**config.mk**
```make
export PLATFORM = sky130hd
export DESIGN_NAME = acm_ram
export DESIGN_NICKNAME = d
export VERILOG_FILES = /design/src/sv/acm_ram.sv
export SDC_FILE = /design/constraint.sdc
export NUM_CORES = 2
export LEC_CHECK = 0
export ABC_AREA = 1
export ABC_CLOCK_PERIOD_IN_PS = 7440
export BUFFER_PORTS_ARGS = -buffer_cell sky130_fd_sc_hd__buf_4
export CAP_MARGIN = 20
export CORE_MARGIN = 5
export CORE_UTILIZATION = 28
export CTS_BUF_LIST = sky130_fd_sc_hd__clkbuf_4 sky130_fd_sc_hd__clkbuf_8
export DETAILED_ROUTE_END_ITERATION = 8
export SYNTH_ARGS = -nofsm -noshare
export SYNTH_HDL_FRONTEND = slang
export SYNTH_SLANG_ARGS = --single-unit
```
**constraint.sdc**
```tcl
create_clock -name i_clk -period 7.44 [get_ports i_clk]
set_input_delay 0.744 -clock i_clk [delete_from_list [all_inputs] [get_ports i_clk]]
set_output_delay 0.744 -clock i_clk [all_outputs]
set_load 0.02 [all_outputs]
```
**src/sv/acm_ram.sv**
```systemverilog
module acm_ram #(
    parameter int WIDTH = 32,
    parameter int DEPTH = 100
) (
    input  logic                     i_clk,
    input  logic                     i_we,
    input  logic [$clog2(DEPTH)-1:0] i_waddr,
    input  logic [WIDTH-1:0]         i_wdata,
    input  logic                     i_re,
    input  logic [$clog2(DEPTH)-1:0] i_raddr,
    output logic [WIDTH-1:0]         o_rdata
);
    logic [WIDTH-1:0] r_mem [DEPTH];
    logic [WIDTH-1:0] r_rdata;

    // Single write port, registered read port
    always_ff @(posedge i_clk) begin
        if (i_we) begin
            r_mem[i_waddr] <= i_wdata;
        end
        if (i_re) begin
            r_rdata <= r_mem[i_raddr];
        end
    end

    assign o_rdata = r_rdata;
endmodule

```
==> flow_summary_export.csv <==
group,metric,value,unit
status,outcome,"completed",
grt,grt_overflow_total,0,
sta,finalMaxSlewViolations,0,
grt,track_usage,15.62,%
placement,post-dp-hpwl,200.4,mm
critical_path,criticalPathCategory,"input pin to flip-flop",
worst_hold_path,hold-path-cell-count,1,
clocking,clock-sinks,3232,
yosys,seq_area_frac_synth,74.86,%
grt,use_met2,25.08,%
yosys,synth-edff-count,3232,
yosys,mappedNetlistArea,129600,µm²
floorplanning,ios,81,
yosys,synth_nets,10730,
clocking,path_clk_slew,60,ps
clocking,clock_path_buffers,4,
clocking,ctsRootBufferMaster,"clkbuf_8",
placement,numPortBuffers,80,
floorplanning,rows,250,
grt,grt-busiest-layer,"met2",
power_and_ir_drop,p_seq_share,54.1,%
routing,viasPerCell,4.901,
critical_path,crit_required,8330,ps
clocking,cts_buffers,529,
critical_path,critPathMaxStageDelay,620,ps
sta,rsz0062_at_grt,"false",
yosys,synth_common_cells,"nand2_1 (3,572), edfxtp_1 (3,232), nand3_1 (2,684), buf_2 (427), nor2_1 (234)",
yosys,synth_area_leaders,"edfxtp_1 (75%), nand3_1 (10%), nand2_1 (10%), buf_2 (1.6%), nor2_1 (0.68%)",
routing,firstDrtPassIters,8,
yosys,yosysUniqueCellTypes,22,
critical_path,r2r-end,"o_rdata[6]",
final_layout,fillerInstances,45790,
power_and_ir_drop,clock_power_share,39.7,%
yosys,ys.flop_type,"edfxtp_1",
flow_run,drv_cap,0,
grt,antenna_found_initial,40,
critical_path,critPathMostFrequentCell,"nand2_1",
critical_path,critPathLaunchType,"input pin",
power_and_ir_drop,p_per_area,253.4,nW/µm²
sta,setup_violations,0,
worst_hold_path,hold_path_end,"r_mem[54][27]",
yosys,yosys.area.top_type,"edfxtp_1",
final_layout,final_nets,10860,
clocking,cts_tree,"done",
final_layout,multi_input_area,29650,µm²
critical_path,end_kind,"flip-flop",
power_and_ir_drop,p_switching,8.827,mW
routing,drt_iter0_drc,9887,
routing,ant_nets,0,
sta,tns,0,ps
grt,grt_use_met3,2.588,%
critical_path,cp_max_fo,121,
power_and_ir_drop,combPwrFrac,6.3,%
grt,grt_max_degree,184,
placement,placed_area,137400,µm²
grt,grtUsageMet1,21.03,%
grt,grt_pass1_wl,560.6,mm
clocking,cts.htree.levels,6,
power_and_ir_drop,vdd_drop_max,0.1706,mV
clocking,cts_hold_buf,0,
sta,clock.fmax,283.6,MHz
critical_path,r2r_setup_slack,5130,ps
final_layout,post-route-util,31.85,%
floorplanning,core-area,462600,µm²
routing,totalWireLength,389.4,mm
sta,clock_skew,99.93,ps
sta,worst_pin_slew,1138,ps
final_layout,drive_gt1_share,10.75,%
sta,finalCritPeriodShare,47.39,%
worst_hold_path,min_from,"i_wdata[27]",
critical_path,slowest_stage,"inv_8",
critical_path,timing.rr.start,"r_mem[15][6]",
final_layout,postLayoutCellArea,147400,µm²
grt,grt_pass1_vias,80080,
yosys,syn_inst,10680,
final_layout,final-seq-area,97050,µm²
floorplanning,start_util,28.02,%
clocking,cts_resized,0,
critical_path,path_cells,"buf_12, inv_8, buf_12, buf_12, nand2_1, nand3_1, nand3_1, nand2_1, nand2_1, nand3_1, nand2_1, nand2_1, nand3_1, nand2_1",
yosys,syn_area_per_cell,12.14,µm²
routing,vias,85100,
critical_path,crit_family,"buffers and inverters",
sta,slew_headroom,24.11,%
placement,place.gp.congestion,0.8395,
sta,hold_viol,0,
critical_path,cp.arrival,4420,ps
floorplanning,die_h,690.5,µm
power_and_ir_drop,internal-power,28.51,mW
routing,wl_per_cell,22.43,µm
yosys,synthArstFlopShare,0,%
final_layout,syn_to_final_growth,13.66,%
yosys,yosys_warnings,0,
sta,fin_crit,3526,ps
critical_path,rr_worst_depth,10,
worst_hold_path,hp-class,"input pin to flip-flop",
floorplanning,fp.dieArea,476700,µm²
critical_path,crit_buf_inv,4,
clocking,clk_latency,1040,ps
clocking,postCtsSetupBuffers,0,
routing,drc_errors,0,
yosys,ys_ff_latch,3232,
yosys,synth.top_cell.area_share,74.86,%
floorplanning,die_w,690.5,µm
power_and_ir_drop,power_leakage,50.70,nW
power_and_ir_drop,netSwitchingFraction,23.64,%
yosys,yosysMostFrequentCell,"nand2_1",
power_and_ir_drop,total_power,37.33,mW
## cells in the final DEF (no fill, tap or decap), types with 3 or more instances in the layout
cell type   Yosys  layout
nor3_1          8       6
nand3_1      2684    2684
inv_8           0      14
nand2_1      3572    3571
clkbuf_8        0     538
clkinv_2        1      18
nor2_4          0      96
inv_12          0       3
o21ai_0       103     103
edfxtp_1     3232    3232
o22ai_1        13      13
a21oi_1        43      43
a221o_1        18      18
clkbuf_4        0     186
inv_6           0      11
bufinv_16       0       5
o211ai_1       16      16
clkinv_1        1     106
nor2_1        234     138
buf_12          0      35
clkinvlp_4      0      15
diode_2         0      13
buf_4          72     265
clkinv_8        0       4
inv_1          44      42
## cells by family (layout without fill, tap and decap cells)
logic type | after synthesis | after routing | share of synthesized area, %
simple gates | 6502 | 6502 | 21.43
compound gates | 194 | 194 | 0.8647
flops | 3232 | 3232 | 74.86
other cells | 0 | 13 | 0
buf+inv | 752 | 1249 | 2.845
## metrics by stage
stage / cells / setup slack [ps] / hold slack [ps]
floorplan: 10680 / 2580 / 715.6
global placement: 16450 / 2955 / 834.1
detailed placement: 16450 / 2943 / 829.2
CTS: 17350 / 4079 / 75.62
global route: 17360 / 3790 / 98.62
finish: 17360 / 3914 / 173.3
## cell type report
type	instances	area share (%)
Tap cell	6174	5.243
Inverter	48	0.1537
Timing Repair Buffer	306	1.900
Multi-Input combinational cell	6696	20.12
Clock buffer	723	5.963
Clock inverter	172	0.7302
Sequential cell	3232	65.87
Antenna cell	13	0.02208
## metal layers
metal	wire length [µm]	vias to the layer above
met3	32980	655
met2	182000	4080
met4	15060	6
li1	-	38260
met1	159300	42100
met5	58	-
## sequential cells by signal, indices dropped and copies added (netlist names)
| signal | cells |
|---|---|
| r_mem | 3200 |
| o_rdata | 32 |
## worst max path at each step
stage          startpoint      endpoint  slack (ps)  cells after the start
6_report       i_raddr[0]   o_rdata[14]        3910                     14
5_1_grt        i_raddr[0]   o_rdata[14]        3790                     13
4_1_cts        i_raddr[0]   o_rdata[14]        4080                     13
3_5_place_dp   i_raddr[0]   o_rdata[14]        2940                     13
3_3_place_gp   i_raddr[0]   o_rdata[14]        2960                     13
2_1_floorplan        i_we  r_mem[57][0]        2580                      3
## power by group through the flow
stage | combinational (mW) | sequential, mW | clock (mW)
floorplan | 1.24 | 20.6 | 0
global placement | 2.30 | 20.6 | 0
detailed placement | 2.32 | 20.6 | 0
CTS | 2.32 | 20.2 | 15.1
global route | 2.52 | 20.2 | 15.9
finish | 2.34 | 20.2 | 14.8
Power figures use the tool's default switching activity.
