--- config.mk ---
export PLATFORM = sky130hd
export DESIGN_NAME = acm_divider
export DESIGN_NICKNAME = d
export VERILOG_FILES = /design/src/sv/acm_pkg.sv /design/src/sv/acm_divider.sv
export SDC_FILE = /design/constraint.sdc
export NUM_CORES = 1
export LEC_CHECK = 0
export BUFFER_PORTS_ARGS = -buffer_cell sky130_fd_sc_hd__buf_2
export CAP_MARGIN = 20
export CORE_MARGIN = 2
export CORE_UTILIZATION = 40
export CTS_BUF_LIST = sky130_fd_sc_hd__clkbuf_8 sky130_fd_sc_hd__clkbuf_16
export CTS_CLUSTER_DIAMETER = 50
export DETAILED_ROUTE_END_ITERATION = 16
export GPL_TIMING_DRIVEN = 0
export PLACE_DENSITY_LB_ADDON = 0.25
export SKIP_LAST_GASP = 1
export SYNTH_ARGS = -nofsm -noshare
export SYNTH_HDL_FRONTEND = slang
export SYNTH_SLANG_ARGS = --single-unit
--- constraint.sdc ---
create_clock -name i_clk -period 3.1 [get_ports i_clk]
set_input_delay 0 -clock i_clk [delete_from_list [all_inputs] [get_ports i_clk]]
set_output_delay 0 -clock i_clk [all_outputs]
set_load 0.02 [all_outputs]
--- src/sv/acm_pkg.sv ---
package acm_pkg;

    // Word and field widths fixed by the instruction format
    localparam int DATA_W        = 32;
    localparam int ADDR_W        = 7;
    localparam int ACT_W         = 4;
    localparam int ERR_W         = 2;
    localparam int MEM_WORDS_DEF = 100;

    // Divider step counter
    localparam int CNT_W = $clog2(DATA_W);

    // Instruction codes; codes 12 to 15 are no-ops
    typedef enum logic [ACT_W-1:0] {
        ACT_READ   = 4'd0,
        ACT_WRITE  = 4'd1,
        ACT_LOAD   = 4'd2,
        ACT_STORE  = 4'd3,
        ACT_ADD    = 4'd4,
        ACT_SUB    = 4'd5,
        ACT_DIV    = 4'd6,
        ACT_MUL    = 4'd7,
        ACT_BR     = 4'd8,
        ACT_BRNEG  = 4'd9,
        ACT_BRZERO = 4'd10,
        ACT_PAUSE  = 4'd11
    } t_action;

    // Error codes
    localparam logic [ERR_W-1:0] ERR_NONE     = 2'd0;
    localparam logic [ERR_W-1:0] ERR_DIV_ZERO = 2'd1;
    localparam logic [ERR_W-1:0] ERR_DIV_OVF  = 2'd2;

    // Sequencer states
    typedef enum logic [1:0] {
        S_IDLE,
        S_EXEC,
        S_DIV,
        S_DONE
    } t_state;

    // Divider request and response
    typedef struct packed {
        logic              start;
        logic [DATA_W-1:0] dividend;
        logic [DATA_W-1:0] divisor;
    } t_div_req;

    typedef struct packed {
        logic              done;
        logic [DATA_W-1:0] quotient;
    } t_div_rsp;

    // One result transaction
    typedef struct packed {
        logic [DATA_W-1:0] accumulator_value;
        logic [DATA_W-1:0] write_data;
        logic              write_valid;
        logic [ADDR_W-1:0] next_pc;
        logic              branch_taken;
        logic              paused;
        logic [ERR_W-1:0]  error_code;
    } t_result;

endpackage

--- src/sv/acm_divider.sv ---
module acm_divider
    import acm_pkg::*;
(
    input  logic     i_clk,
    input  logic     i_rst_n,
    input  t_div_req i_req,
    output t_div_rsp o_rsp
);
    logic              r_busy;
    logic              r_done;
    logic [CNT_W-1:0]  r_cnt;
    logic [DATA_W-1:0] r_rem;
    logic [DATA_W-1:0] r_quo;
    logic [DATA_W-1:0] r_den;
    logic              r_neg;

    logic [DATA_W:0]   w_shift;
    logic [DATA_W:0]   w_diff;
    logic [DATA_W-1:0] w_abs_dvd;
    logic [DATA_W-1:0] w_abs_dvs;

    // Magnitudes of the operands; the most negative word maps to 2^31 unsigned
    assign w_abs_dvd = i_req.dividend[DATA_W-1] ? (~i_req.dividend + 1'b1) : i_req.dividend;
    assign w_abs_dvs = i_req.divisor[DATA_W-1]  ? (~i_req.divisor + 1'b1)  : i_req.divisor;

    // One restoring step: shift in the next dividend bit, trial subtract
    assign w_shift = {r_rem, r_quo[DATA_W-1]};
    assign w_diff  = w_shift - {1'b0, r_den};

    // Step control
    always_ff @(posedge i_clk) begin
        if (!i_rst_n) begin
            r_busy <= 1'b0;
            r_done <= 1'b0;
            r_cnt  <= '0;
        end else begin
            r_done <= 1'b0;
            if (i_req.start) begin
                r_busy <= 1'b1;
                r_cnt  <= '0;
            end else if (r_busy) begin
                r_cnt <= r_cnt + 1'b1;
                if (r_cnt == CNT_W'(DATA_W - 1)) begin
                    r_busy <= 1'b0;
                    r_done <= 1'b1;
                end
            end
        end
    end

    // Remainder and quotient shift registers
    always_ff @(posedge i_clk) begin
        if (i_req.start) begin
            r_rem <= '0;
            r_quo <= w_abs_dvd;
            r_den <= w_abs_dvs;
            r_neg <= i_req.dividend[DATA_W-1] ^ i_req.divisor[DATA_W-1];
        end else if (r_busy) begin
            if (!w_diff[DATA_W]) begin
                r_rem <= w_diff[DATA_W-1:0];
                r_quo <= {r_quo[DATA_W-2:0], 1'b1};
            end else begin
                r_rem <= w_shift[DATA_W-1:0];
                r_quo <= {r_quo[DATA_W-2:0], 1'b0};
            end
        end
    end

    // Sign fix gives truncation toward zero
    assign o_rsp.done     = r_done;
    assign o_rsp.quotient = r_neg ? (~r_quo + 1'b1) : r_quo;
endmodule

==> flow_summary.json, run 1 <==
{
  "status": "finished, violations left",
  "violations": "negative setup slack",
  "cts_buffers": 9,
  "htree_levels": 3,
  "antenna_found_initial": 0,
  "routedWlPerCell_um": 16.1,
  "grt_overflow": 0,
  "worstMarginPinSlew_ns": 0.918,
  "setup_violations": 22,
  "layout.cells.most_common": "buf_2",
  "power_frac_comb_pct": 38.9,
  "yosys_warnings": 0,
  "antennaDiodeCount": 0,
  "ios": 100,
  "cts_root_buf": "clkbuf_16",
  "cts_tree": "done",
  "setup_ws_ns": -0.806,
  "clockBufferDepth": 2,
  "initial_utilization_pct": 40.7,
  "drive_gt1_share_pct": 23.1,
  "maxCapViolations": 0,
  "synth_top_area_share_pct": 25.6,
  "synth_cells": 878,
  "syn_area_per_cell_um2": 8.68,
  "synth.distinct_cells": 59,
  "vias": 7052,
  "critPathKind": "register to output port",
  "synthArstFlopShare_pct": 0,
  "coreArea_um2": 18700,
  "intPower_w": 0.00299,
  "ir_worst_vdd_uv": 280,
  "p_per_area_nw_per_um2": 470,
  "die_x_um": 142,
  "rows": 50,
  "dpl.hpwl_um": 14900,
  "ant_nets": 0,
  "switchingPower_w": 0.00168,
  "clk_pin_slew_ns": 0.07,
  "place.gp.congestion": 0.865,
  "syn_to_final_growth_pct": 30.2,
  "utilization_pct": 53.1,
  "clock_sinks": 104,
  "routed_via_density": 5.43,
  "drt-initial-drc-count": 600,
  "dp.cells": 1212,
  "port_buffers": 99,
  "synth.yosys.seq_area_share_pct": 35.9,
  "worst-path-max-fanout": 3,
  "insertion_delay_ns": 0.36,
  "yosysTopAreaCell": "edfxtp_1",
  "period_share_pct": 126,
  "worstSetupEndpointType": "output port",
  "holdWs_ns": 0.00996,
  "cp.required_ns": 3.10,
  "grt_first_pass_wirelength_um": 32800,
  "ys_ff_latch": 104,
  "synthTopCellsByArea": "edfxtp_1 26%, dfxtp_1 10%, xnor2_1 9.1%",
  "dr.pass1.iters": 5,
  "synth_nets": 983,
  "fin_cells": 1299,
  "wl_um": 21000,
  "cp-start-kind": "register",
  "synth_ff_type": "edfxtp_1",
  "p_clk_share_pct": 23.3,
  "relSlewSlack_pct": 38.8,
  "maxSlewViolCount": 0,
  "nNetsFinal": 1165,
  "grt_start_max_net_pins": 35,
  "finClkSkew_ns": 0.0101,
  "p_sw_share_pct": 36.0,
  "arrival_ns": 3.91,
  "hold_path.class": "primary input to register",
  "die_y_um": 142,
  "period_minus_slack_ns": 3.91,
  "gr-usage-all-layers_pct": 20.4,
  "synth-edff-count": 65,
  "netlist_area_um2": 7620,
  "pwr-share-seq_pct": 37.7,
  "fmax_ghz": 0.256,
  "finalHoldViolCount": 0,
  "grt_pass1_vias": 6637,
  "rsz0062_at_grt": "yes",
  "mostFrequentLayoutCells": "88 x buf_2, 83 x nor2_1, 72 x nand2_1, 72 x xnor2_1, 65 x edfxtp_1",
  "leakage_nw": 3.97,
  "dieArea_um2": 20200,
  "drc": 0
}
-- timing repair --
action,4_1_cts,5_1_grt
resized for setup,71,68
buffers inserted,26,15
pin swaps,25,37
hold buffers,29,0
setup endpoints to repair,45,49
cloned,2,2
hold endpoints to repair,31,0
-- cell type report --
cell class,count,area (um^2)
multi-input combinational,687,4970
clock inverter,7,50.0
timing repair buffer,172,1250
tap,234,293
inverter,45,169
sequential,104,2730
clock buffer,9,225
fill,1738,8780
buffer,41,234
-- per-layer routing --
metal | track usage, % | part of all wire (%) | vias to the layer above
li1 | - | - | 3553
met1 | 27.0 | 46 | 3259
met2 | 34.6 | 48 | 221
met3 | 2.29 | 5.0 | 19
met4 | 6.95 | 1.5 | 0
met5 | 0 | 0 | -
-- state kept, by name, summed over array words and instances, names as in the netlist --
name and count:
r_quo 32, r_den 32, r_cnt 5, r_neg 1
r_rem 32, r_done 1, r_busy 1
-- final timing paths --
kind | start | to | slack (ns) | depth (start not counted)
max | r_quo[10] | o_rsp[31] | -0.81 | 9
min | i_req[17] | r_den[17] | 0.01 | 2
max reg2reg | r_den[0] | r_rem[3] | -0.06 | 15
min reg2reg | r_rem[9] | r_rem[10] | 0.50 | 2
-- logic make-up after synthesis --
family	synth area share, %
compound gates	20.9
xor+xnor	13.7
fa+ha+maj	6.34
buf+inv	4.38
flops	35.9
mux	1.20
simple gates	17.6
-- cells in the mapped netlist (2+ instances only) --
master,n
nand2_1,97
nor2_1,84
xnor2_1,79
edfxtp_1,65
a21oi_1,60
o21ai_0,54
inv_1,45
xor2_1,40
dfxtp_1,39
clkbuf_1,37
ha_1,37
o31ai_1,26
a311oi_1,22
a21o_1,16
or4_1,15
nand2b_1,13
nand3_1,13
o41ai_1,13
or3_1,11
mux2i_1,8
nor3_1,8
o21a_1,8
and3_1,7
nor4_1,7
o211ai_1,6
nand4_1,5
a211oi_1,4
a21boi_0,4
a31oi_1,4
nor2b_1,4
or4_4,4
a31o_2,3
buf_1,3
o2111ai_1,3
or2_2,3
a211o_1,2
a32oi_1,2
a41o_1,2
a41oi_1,2
buf_4,2
nand4b_1,2
nor3b_1,2
-- per-stage QoR --
stage | cell area, um^2 | setup slack (ns) | TNS (ns) | power (W)
floorplan | 7680 | -0.262 | -0.658 | 0.00279
global placement | 8470 | -0.754 | -19.78 | 0.00320
detailed placement | 8490 | -0.707 | -19.43 | 0.00322
CTS | 9570 | -0.821 | -6.02 | 0.00452
global route | 9930 | -0.866 | -9.56 | 0.00491
finish | 9930 | -0.806 | -5.65 | 0.00467
-- worst max-delay path, stage by stage, from the launching register on --
cell      delay, ns
edfxtp_1       0.39
or4_4          0.55
or4_4          0.42
or2_4          0.24
or4_4          0.50
or3_4          0.35
or4_4          0.49
o41ai_4        0.27
xnor2_2        0.16
buf_4          0.17
-- power groups by stage --
stage	clock network, W	registers (W)	logic, W
finish	0.00109	0.00176	0.00182
detailed placement	0	0.00179	0.00143
CTS	0.00111	0.00176	0.00165
floorplan	0	0.00174	0.00104
global route	0.00116	0.00178	0.00197
global placement	0	0.00178	0.00142
Power figures use the tool's default switching activity.
==> inputs of run 2 (changes only) <==
==> constraint.sdc (replaced) <==
create_clock -name i_clk -period 3.1 [get_ports i_clk]
set_input_delay 0.775 -clock i_clk [delete_from_list [all_inputs] [get_ports i_clk]]
set_output_delay 0.775 -clock i_clk [all_outputs]
set_load 0.02 [all_outputs]
==> run 2 against run 1 <==
  * The flow still finishes with violations (negative setup slack)
  * Final cell count down 2.7%
  * Highest routed layer is now met5
  * First-iteration DRC count down 19%
  * Combinational power down 5%
  * Sequential power about the same
  * Count of clock-buffer cells in the layout unchanged
  * Sequential cell count unchanged
  * Worst setup slack worse by 0.81 ns
  * Critical endpoint unchanged
==> flow_summary.json, run 2 (synthesized netlist as in run 1, its figures left out) <==
{
  "routed_via_density": 5.44,
  "insertion_delay_ns": 0.36,
  "worst-path-max-fanout": 3,
  "drt-initial-drc-count": 484,
  "wl_um": 20500,
  "p_sw_share_pct": 36.0,
  "grt_start_max_net_pins": 35,
  "routedWlPerCell_um": 16.2,
  "clockBufferDepth": 2,
  "postCtsHoldBufs": 0,
  "min_to": "r_rem[0]",
  "dp.cells": 1212,
  "grt_pass1_vias": 6586,
  "clock_sinks": 104,
  "drive_gt1_share_pct": 26.0,
  "r2r_cells": 14,
  "rsz0062_at_grt": "yes",
  "grt_overflow": 0,
  "antennaDiodeCount": 0,
  "fill_cells": 1757,
  "cp.required_ns": 2.32,
  "pwr-share-seq_pct": 38.6,
  "place.gp.congestion": 0.917,
  "initial_utilization_pct": 40.7,
  "cts_buffers": 9,
  "gr-usage-all-layers_pct": 20.5,
  "ant_nets": 0,
  "setup_violations": 25,
  "arrival_ns": 3.94,
  "port_buffers": 99,
  "period_share_pct": 152,
  "drc": 0,
  "fin_cells": 1264,
  "coreArea_um2": 18700,
  "finClkSkew_ns": 0.0123,
  "maxSlewViolCount": 0,
  "layout.cells.most_common": "nor2_1",
  "htree_levels": 3,
  "holdPathStages": 2,
  "violations": "negative setup slack",
  "dpl.hpwl_um": 15200,
  "min_from": "r_rem[0]",
  "cts_tree": "done",
  "ios": 100,
  "p_clk_share_pct": 23.7,
  "r2r_start": "r_den[0]",
  "clk_pin_slew_ns": 0.08,
  "power_frac_comb_pct": 37.6,
  "rrSetupSlack_ns": 0.07,
  "mostFrequentLayoutCells": "83 x nor2_1, 79 x buf_2, 77 x nand2_1, 67 x xnor2_1, 65 x edfxtp_1",
  "intPower_w": 0.00294,
  "met2_usage_pct": 34.8,
  "nNetsFinal": 1130,
  "critPathKind": "register to output port",
  "worstMarginPinSlew_ns": 1.08,
  "leakage_nw": 3.90,
  "antenna_found_initial": 1,
  "busiest_layer": "met2",
  "tns_ns": -18.64,
  "largestRegisters": "r_den (32), r_quo (32), r_rem (32)",
  "die_x_um": 142,
  "period_minus_slack_ns": 4.72,
  "cts_root_buf": "clkbuf_16",
  "syn_to_final_growth_pct": 29.1,
  "die_y_um": 142,
  "fmax_ghz": 0.212,
  "hold_path.class": "register to register",
  "relSlewSlack_pct": 28.1,
  "worstSetupEndpointType": "output port",
  "grt_use_met3_pct": 2.36,
  "setup_ws_ns": -1.62,
  "vias": 6873,
  "status": "finished, violations left",
  "dr.pass1.iters": 5,
  "finalHoldViolCount": 0,
  "maxCapViolations": 0,
  "cp-start-kind": "register",
  "reg2reg_to": "r_rem[18]",
  "p_per_area_nw_per_um2": 466,
  "ir_worst_vdd_uv": 313,
  "grt_first_pass_wirelength_um": 32900,
  "met1_usage_pct": 27.3,
  "rows": 50,
  "dieArea_um2": 20200,
  "switchingPower_w": 0.00165
}
==> run 2: changes by cell type in the layout (fill, tap and decap cells not counted), sizes merged <==
cell / delta
buf: -4
clkbuf: -2
clkinv: +1
clkinvlp: +1
dlygate4sd3: -29
inv: -2
==> run 2: layer usage <==
layer	vias to the layer above	share of wire, %
li1	3495	-
met1	3160	47
met2	189	47
met3	27	4.6
met4	2	1.7
met5	-	0.058
==> run 2: power by group through the flow <==
stage	Combinational, W	Sequential [W]	Clock [W]
6_report	0.00173	0.00177	0.00109
5_1_grt	0.00189	0.00179	0.00117
4_1_cts	0.00167	0.00176	0.00111
3_5_place_dp	0.00147	0.00179	0
3_3_place_gp	0.00145	0.00179	0
2_1_floorplan	0.00107	0.00175	0
==> run 2: final cells by class <==
type	count	area (um^2)	area share [%]
tap	234	293	2.98
clock buffer	9	225	2.29
buffer	41	234	2.38
sequential	104	2730	27.8
timing repair buffer	137	913	9.29
inverter	45	169	1.72
multi-input combinational	687	5220	53.1
clock inverter	7	50.0	0.509
==> run 2: per-stage QoR <==
step | total power, W | area [um^2] | worst slack, ns | hold slack, ns | util (%)
2_1_floorplan | 0.00282 | 7870 | -1.04 | 0.453 | -
3_3_place_gp | 0.00324 | 8660 | -1.35 | 0.490 | 46.3
3_5_place_dp | 0.00326 | 8690 | -1.35 | 0.500 | 46.4
4_1_cts | 0.00455 | 9590 | -1.62 | 0.513 | 51.3
5_1_grt | 0.00485 | 9840 | -1.68 | 0.527 | 52.6
6_report | 0.00459 | 9840 | -1.62 | 0.513 | 52.6
==> run 2: critical path: stages (launching register included) <==
cell      delay [ns]
edfxtp_1        0.41
or4_4           0.53
or4_4           0.43
or2_4           0.25
or4_4           0.49
or3_4           0.35
or4_4           0.47
o41ai_4         0.28
xnor2_2         0.17
buf_2           0.20
==> run 2: how the worst max path moves through the flow <==
stage	slack, ns	cells after the start	endpoint	from
6_report	-1.62	9	o_rsp[31]	r_quo[9]
4_1_cts	-1.62	9	o_rsp[31]	r_quo[9]
3_5_place_dp	-1.35	9	o_rsp[31]	r_quo[9]
3_3_place_gp	-1.35	9	o_rsp[31]	r_quo[9]
5_1_grt	-1.68	9	o_rsp[31]	r_quo[10]
2_1_floorplan	-1.04	8	o_rsp[31]	r_quo[10]
==> run 2: repair_timing <==
| action | CTS | global route |
|---|---|---|
| resized for setup | 92 | 54 |
| pin swaps | 40 | 23 |
| endpoints found under the setup margin | 58 | 66 |
| setup buffers | 30 | 7 |
| gates cloned | 2 | 0 |
